<file path="config.mk">
export PLATFORM = sky130hd
export DESIGN_NAME = chunked_crc32c_framer
export DESIGN_NICKNAME = d
export VERILOG_FILES = /design/src/rtl/ccf_pkg.sv /design/src/rtl/chunked_crc32c_framer.sv /design/src/rtl/ccf_crc_tracker.sv /design/src/rtl/ccf_result_seq.sv
export VERILOG_INCLUDE_DIRS = /design/src /design/src/rtl
export SDC_FILE = /design/constraint.sdc
export NUM_CORES = 1
export LEC_CHECK = 0
export BUFFER_PORTS_ARGS = -buffer_cell sky130_fd_sc_hd__buf_2
export CAP_MARGIN = 20
export CORE_MARGIN = 10
export CORE_UTILIZATION = 65
export DETAILED_ROUTE_END_ITERATION = 10
export PLACE_DENSITY = 0.85
export SYNTH_ARGS = -nofsm -noshare
export SYNTH_HDL_FRONTEND = slang
export SYNTH_SLANG_ARGS = --single-unit
</file>
<file path="constraint.sdc">
create_clock -name clock -period 7.5 [get_ports clock]
set_input_delay 1.5 -clock clock [delete_from_list [all_inputs] [get_ports clock]]
set_output_delay 1.5 -clock clock [all_outputs]
set_load 0.03 [all_outputs]
</file>
<file path="src/rtl/assert_macros.svh">
// ----------------------------------------------------------------------------
// assertion macros
// shared concurrent assertion forms for the rtl
// ----------------------------------------------------------------------------
`ifndef ASSERT_MACROS_SVH
`define ASSERT_MACROS_SVH

`ifndef NO_ASSERTIONS

// same-cycle implication, checked out of reset
`define ASSERT_IMPLY(label, clk, rst, cond, prop) \
   label: assert property (@(posedge clk) disable iff (rst) (cond) |-> (prop)) \
      else $error("assertion failed");

// next-cycle implication, checked out of reset
`define ASSERT_NEXT(label, clk, rst, cond, prop) \
   label: assert property (@(posedge clk) disable iff (rst) (cond) |=> (prop)) \
      else $error("assertion failed");

`else

`define ASSERT_IMPLY(label, clk, rst, cond, prop)
`define ASSERT_NEXT(label, clk, rst, cond, prop)

`endif

`endif

</file>
<file path="src/rtl/ccf_pkg.sv">
// ----------------------------------------------------------------------------
// ccf_pkg
// types, constants and crc function for the crc32c chunk framer
// ----------------------------------------------------------------------------
package ccf_pkg;

   localparam int unsigned COUNT_W = 21;
   localparam logic [COUNT_W-1:0] MAX_CHUNK_BYTES = COUNT_W'(1048576);
   localparam logic [31:0] CRC_POLY_REFLECTED = 32'h82F6_3B78;
   localparam logic [31:0] CRC_INIT = 32'hFFFF_FFFF;

   // position of the current result within an item
   localparam logic [2:0] BEAT_DATA = 3'd0;
   localparam logic [2:0] BEAT_CRC3 = 3'd1;
   localparam logic [2:0] BEAT_CRC2 = 3'd2;
   localparam logic [2:0] BEAT_CRC1 = 3'd3;
   localparam logic [2:0] BEAT_CRC0 = 3'd4;

   typedef struct packed {
      logic        close;
      logic [31:0] crc;
   } chunk_info_type;

   function automatic logic [31:0] crc_update_byte(input logic [31:0] crc_val,
                                                   input logic [7:0]  data);
      logic [31:0] c;
      c = crc_val ^ {24'd0, data};
      for (int i = 0; i < 8; i++) begin
         if (c[0]) begin
            c = (c >> 1) ^ CRC_POLY_REFLECTED;
         end else begin
            c = c >> 1;
         end
      end
      return c;
   endfunction

endpackage

</file>
<file path="src/rtl/chunked_crc32c_framer.sv">
// ----------------------------------------------------------------------------
// chunked_crc32c_framer
// passes file bytes through and appends a crc32c after each chunk
// output: a byte appears at the result port in the cycle after it is accepted
// throughput: one item per cycle while the result port does not stall; a chunk-closing
// item holds the single result register while it sends its data then four crc bytes
// reset: synchronous, clears the crc to all ones, the count and chunk length
// ----------------------------------------------------------------------------
module chunked_crc32c_framer (
   input  logic        clock,
   input  logic        reset,
   input  logic        req_valid,
   output logic        req_stall,
   input  logic [7:0]  req_data_byte,
   input  logic        req_end_of_fragment,
   output logic        rsp_valid,
   input  logic        rsp_stall,
   output logic [7:0]  rsp_out_byte,
   output logic        rsp_is_checksum,
   output logic        rsp_run_last,
   output logic        rsp_fragment_done,
   input  logic        csr_valid,
   output logic        csr_ready,
   input  logic [20:0] csr_chunk_length
);
   import ccf_pkg::*;

   logic [COUNT_W-1:0] chunk_length_ff;
   logic               can_load;
   logic               accept;
   chunk_info_type     info;

   assign csr_ready = 1'b1;
   assign req_stall = !can_load;
   assign accept    = req_valid && can_load;

   always_ff @(posedge clock) begin
      if (reset) begin
         chunk_length_ff <= '0;
      end else if (csr_valid && csr_ready) begin
         chunk_length_ff <= csr_chunk_length;
      end
   end

   ccf_crc_tracker u_tracker (
      .clock           (clock),
      .reset           (reset),
      .accept          (accept),
      .data_byte       (req_data_byte),
      .end_of_fragment (req_end_of_fragment),
      .chunk_length    (chunk_length_ff),
      .info            (info)
   );

   ccf_result_seq u_seq (
      .clock             (clock),
      .reset             (reset),
      .load              (accept),
      .data_byte         (req_data_byte),
      .end_of_fragment   (req_end_of_fragment),
      .info              (info),
      .can_load          (can_load),
      .rsp_valid         (rsp_valid),
      .rsp_stall         (rsp_stall),
      .rsp_out_byte      (rsp_out_byte),
      .rsp_is_checksum   (rsp_is_checksum),
      .rsp_run_last      (rsp_run_last),
      .rsp_fragment_done (rsp_fragment_done)
   );

endmodule

</file>
<file path="src/rtl/ccf_crc_tracker.sv">
// ----------------------------------------------------------------------------
// ccf_crc_tracker
// running crc32c and chunk byte count, decides where a chunk closes
// ----------------------------------------------------------------------------
module ccf_crc_tracker (
   input  logic                        clock,
   input  logic                        reset,
   input  logic                        accept,
   input  logic [7:0]                  data_byte,
   input  logic                        end_of_fragment,
   input  logic [ccf_pkg::COUNT_W-1:0] chunk_length,
   output ccf_pkg::chunk_info_type     info
);
   import ccf_pkg::*;

   logic [31:0]        crc_ff, crc_in, crc_upd;
   logic [COUNT_W-1:0] count_ff, count_in, count_upd, limit;
   logic               enabled;

   assign enabled   = (chunk_length != '0);
   assign limit     = (chunk_length > MAX_CHUNK_BYTES) ? MAX_CHUNK_BYTES : chunk_length;
   assign crc_upd   = crc_update_byte(crc_ff, data_byte);
   assign count_upd = count_ff + COUNT_W'(1);

   assign info.close = enabled && (!(count_upd < limit) || end_of_fragment);
   assign info.crc   = ~crc_upd;

   always_comb begin
      crc_in   = crc_ff;
      count_in = count_ff;
      if (accept) begin
         if (!enabled || info.close) begin
            crc_in   = CRC_INIT;
            count_in = '0;
         end else begin
            crc_in   = crc_upd;
            count_in = count_upd;
         end
      end
   end

   always_ff @(posedge clock) begin
      if (reset) begin
         crc_ff   <= CRC_INIT;
         count_ff <= '0;
      end else begin
         crc_ff   <= crc_in;
         count_ff <= count_in;
      end
   end

endmodule

</file>
<file path="src/rtl/ccf_result_seq.sv">
// ----------------------------------------------------------------------------
// ccf_result_seq
// result register, sends the data byte and then any crc bytes
// ----------------------------------------------------------------------------
`include "assert_macros.svh"

module ccf_result_seq (
   input  logic                    clock,
   input  logic                    reset,
   input  logic                    load,
   input  logic [7:0]              data_byte,
   input  logic                    end_of_fragment,
   input  ccf_pkg::chunk_info_type info,
   output logic                    can_load,
   output logic                    rsp_valid,
   input  logic                    rsp_stall,
   output logic [7:0]              rsp_out_byte,
   output logic                    rsp_is_checksum,
   output logic                    rsp_run_last,
   output logic                    rsp_fragment_done
);
   import ccf_pkg::*;

   logic        valid_ff, valid_in;
   logic [2:0]  beat_ff, beat_in;
   logic [7:0]  byte_ff;
   logic [31:0] crc_ff;
   logic        close_ff;
   logic        eof_ff;
   logic        take;

   assign take     = valid_ff && !rsp_stall;
   assign can_load = !valid_ff || (take && rsp_run_last);

   assign rsp_valid         = valid_ff;
   assign rsp_is_checksum   = (beat_ff != BEAT_DATA);
   assign rsp_run_last      = close_ff ? (beat_ff == BEAT_CRC0) : 1'b1;
   assign rsp_fragment_done = eof_ff && rsp_run_last;

   always_comb begin
      unique case (beat_ff)
         BEAT_DATA: rsp_out_byte = byte_ff;
         BEAT_CRC3: rsp_out_byte = crc_ff[31:24];
         BEAT_CRC2: rsp_out_byte = crc_ff[23:16];
         BEAT_CRC1: rsp_out_byte = crc_ff[15:8];
         BEAT_CRC0: rsp_out_byte = crc_ff[7:0];
         default:   rsp_out_byte = byte_ff;
      endcase
   end

   always_comb begin
      valid_in = valid_ff;
      beat_in  = beat_ff;
      if (load) begin
         valid_in = 1'b1;
         beat_in  = BEAT_DATA;
      end else if (take) begin
         if (rsp_run_last) begin
            valid_in = 1'b0;
            beat_in  = BEAT_DATA;
         end else begin
            beat_in  = beat_ff + 3'd1;
         end
      end
   end

   always_ff @(posedge clock) begin
      if (reset) begin
         valid_ff <= 1'b0;
         beat_ff  <= BEAT_DATA;
      end else begin
         valid_ff <= valid_in;
         beat_ff  <= beat_in;
      end
   end

   // payload, no reset needed
   always_ff @(posedge clock) begin
      if (load) begin
         byte_ff  <= data_byte;
         crc_ff   <= info.crc;
         close_ff <= info.close;
         eof_ff   <= end_of_fragment;
      end
   end

   // a taken result that is not the last of its item is always followed by a checksum byte
   `ASSERT_NEXT(a_crc_follows, clock, reset, take && !rsp_run_last, rsp_valid && rsp_is_checksum)
   // fragment end only ever marks the last result of an item
   `ASSERT_IMPLY(a_done_is_last, clock, reset, rsp_valid && rsp_fragment_done, rsp_run_last)
   // a freshly loaded item always starts with its data byte
   `ASSERT_NEXT(a_load_data, clock, reset, load, rsp_valid && !rsp_is_checksum)

endmodule
</file>
==> flow_summary.json <==
{
  "status": "complete, no violations",
  "dp.cells": 747,
  "cp-start-kind": "flop",
  "yosys-top-cells-area": "dfxtp_1, edfxtp_1, xnor2_1",
  "drive_gt1_frac": 0.168,
  "remaining_drc_errors": 0,
  "hold_class": "reg -> reg",
  "finalNonFillerCells": 779,
  "synth_top_area_cell": "dfxtp_1",
  "nFillCells": 584,
  "drv_cap": 0,
  "slew-limit-headroom": 0.335,
  "cp_cell_sequence": "ha_1, nand4_1, or3_1, or4_1, xnor2_1, ha_1, a21oi_1, a31oi_1, a2111oi_0, nor4b_2, buf_4, and2_1, buf_4, a22o_1",
  "ir_worst_vdd_uv": 443,
  "syn_inst": 595,
  "ios": 49,
  "hold_viol_final": 0,
  "setup_ws_ns": 2.61,
  "seq_area_sq_um": 2820,
  "worstMarginPinSlew_ns": 0.991,
  "wl_microns": 14700,
  "fmax_mhz": 205,
  "fp-row-count": 35,
  "maxSlewViolCount": 0,
  "cp_data_required_time_ns": 7.96,
  "placed_cell_area_sq_um": 6460,
  "path_clk_slew_ns": 0.06,
  "powerDensity_nw_per_um2": 483,
  "synthDistinctLibCells": 47,
  "crit_fanout": 37,
  "setup_tns_ns": 0,
  "dp.final_hpwl_microns": 9520,
  "die_width_microns": 117,
  "cts_max_level": 4,
  "cp_slowest_cell": "or4_1",
  "synth_seq_cells": 120,
  "cts_sinks": 120,
  "die_h_microns": 117,
  "antenna_found_initial": 0,
  "initial_core_util": 0.665,
  "dp_slack_ns": 2.76,
  "grtUsageTotal": 0.225,
  "clk_latency_ns": 0.54,
  "p_total_mw": 3.40,
  "postCtsSetupRepairBufs": 0,
  "synth-edff-count": 42,
  "rsz0062_at_grt": "no",
  "synth-async-reset-ratio": 0,
  "grt_pass1_vias": 4658,
  "cts_tree": "yes",
  "drtAntennaViolNets": 0,
  "grt_overflow": 0,
  "post_drt_wl_per_cell_microns": 18.9,
  "ys_dominant_reg_cell": "dfxtp_1",
  "drtIter0Drc": 619,
  "critPathMaxStageDelay_ns": 0.56,
  "diodes": 0,
  "postLayoutCellArea_sq_um": 7030,
  "cp.arrival_ns": 5.35,
  "via_per_inst": 6.01,
  "syn_area_sq_um": 6140,
  "setup_viol": 0,
  "path_class": "reg -> reg",
  "cts_hold_buf": 0,
  "yosys_warnings": 0,
  "cp-end-kind": "flop",
  "fin_skew_ns": 0.0137,
  "first_pass_iters": 6,
  "grt_pass1_wl_microns": 23900,
  "post-route-period-util": 0.652,
  "period_needed_ns": 4.89,
  "synth_top_area_share": 0.254,
  "grt_max_degree": 43,
  "multiInputGateArea_sq_um": 3130,
  "globalplace.congestion": 0.851,
  "core_sq_um": 9240,
  "clockRootBuffer": "clkbuf_8",
  "ys_seq_area_frac": 0.459,
  "synth_nets": 656,
  "p_leak_nw": 2.73,
  "cts_buffers": 17,
  "area_delta_synth_final_pct": 14.4,
  "vias": 4678,
  "port_buffers": 47,
  "nNetsFinal": 698,
  "synth_area_per_cell_sq_um": 10.3,
  "die-area_sq_um": 13700,
  "cts_resized": 0,
  "cts_buffer_depth": 2
}
## worst max-delay path: cells and delay by family, from the launching register on
kind | cells | cell delay [ns]
adders and majority gates | 2 | 0.65
DFF | 1 | 0.44
and+or+nand+nor | 5 | 1.82
xor gates and xnor gates | 1 | 0.16
AOI/OAI and AO/OA | 4 | 1.01
buffers and inverters | 2 | 0.70
## sequential cells by signal, summed over array words and instances (netlist names)
name,cells
u_seq.rsp_valid,1
u_tracker.crc_ff,32
u_seq.close_ff,1
u_seq.eof_ff,1
u_seq.byte_ff,8
chunk_length_ff,21
u_tracker.count_ff,21
u_seq.beat_ff,3
u_seq.crc_ff,32
## through the flow
stage,hold slack [ns],util
finish,0.496,0.761
global route,0.502,0.761
CTS,0.495,0.761
detailed placement,0.477,0.699
global placement,0.463,0.698
floorplan,0.442,-
## cells in the mapped netlist, types with 11 or more instances
cell,n
o21ai_0,12
xnor2_1,56
a31oi_1,11
ha_1,26
dfxtp_1,78
nand3_1,15
nand2_1,41
edfxtp_1,42
xor2_1,23
a22oi_1,16
mux2i_1,23
a21oi_1,44
clkbuf_1,20
nor2_1,75
inv_1,19
## path summary, 6_finish.rpt
check | cells past startpoint | from | slack (ns) | end
worst max-delay path | 14 | u_tracker.count_ff[0] | 2.61 | u_tracker.count_ff[3]
worst min-delay path | 1 | u_tracker.count_ff[14] | 0.50 | u_tracker.count_ff[14]
worst max register to register | 14 | u_tracker.count_ff[0] | 2.61 | u_tracker.count_ff[3]
worst min register to register | 1 | u_tracker.count_ff[14] | 0.50 | u_tracker.count_ff[14]
## cell families (layout without fill, tap and decap cells)
kind of cell    count (synthesis)  in the layout  share of synthesized area
simple gates                  165            165                      0.120
flops                         120            120                      0.459
compound gates                110            110                      0.113
xor+xnor                       94             94                      0.171
buf+inv                        48            103                     0.0310
mux                            31             31                     0.0521
fa+ha+maj                      26             26                     0.0530
other cells                     1              1                   0.000610
## cell type report
type / instances / share of cell area
sequential: 120 / 0.402
clock buffer: 17 / 0.0589
tap: 129 / 0.0230
timing repair buffer: 52 / 0.0393
multi-input combinational: 427 / 0.445
inverter: 19 / 0.0101
clock inverter: 15 / 0.0217
## power by group
part           switching (mW)  internal [mW]
sequential             0.0825          0.993
combinational           0.837          0.706
clock                   0.308          0.473
total                    1.23           2.17
## layout by cell type (no fill, tap or decap), types with 2 or more instances in the layout
master / count
xnor2_4: 7
clkinv_2: 4
bufinv_16: 2
a22oi_1: 16
xnor2_1: 56
a31o_2: 3
xnor2_2: 3
buf_4: 4
inv_1: 19
xnor3_2: 2
a21boi_0: 2
nand2_1: 41
clkinv_4: 5
a22o_1: 10
mux2i_1: 23
o21ai_0: 12
or4_1: 6
and4_1: 2
edfxtp_1: 42
clkbuf_16: 16
nor3_1: 5
a31oi_1: 11
dfxtp_1: 78
a21oi_1: 44
xor2_1: 23
ha_1: 26
nor2_1: 75
buf_2: 47
nand3_1: 15
o22ai_1: 4
o2bb2ai_1: 3
xnor3_1: 2
or3_1: 2
nor4_1: 2
nand4_1: 10
inv_6: 2
mux2_2: 8
nand2b_1: 2
## layer usage
metal  global-route usage  wire [microns]
met1                0.285            6140
met2                0.365            7000
met3               0.0586            1270
met4               0.0758             282
met5                    0               0
No activity file was read; power rests on OpenSTA's default activity.
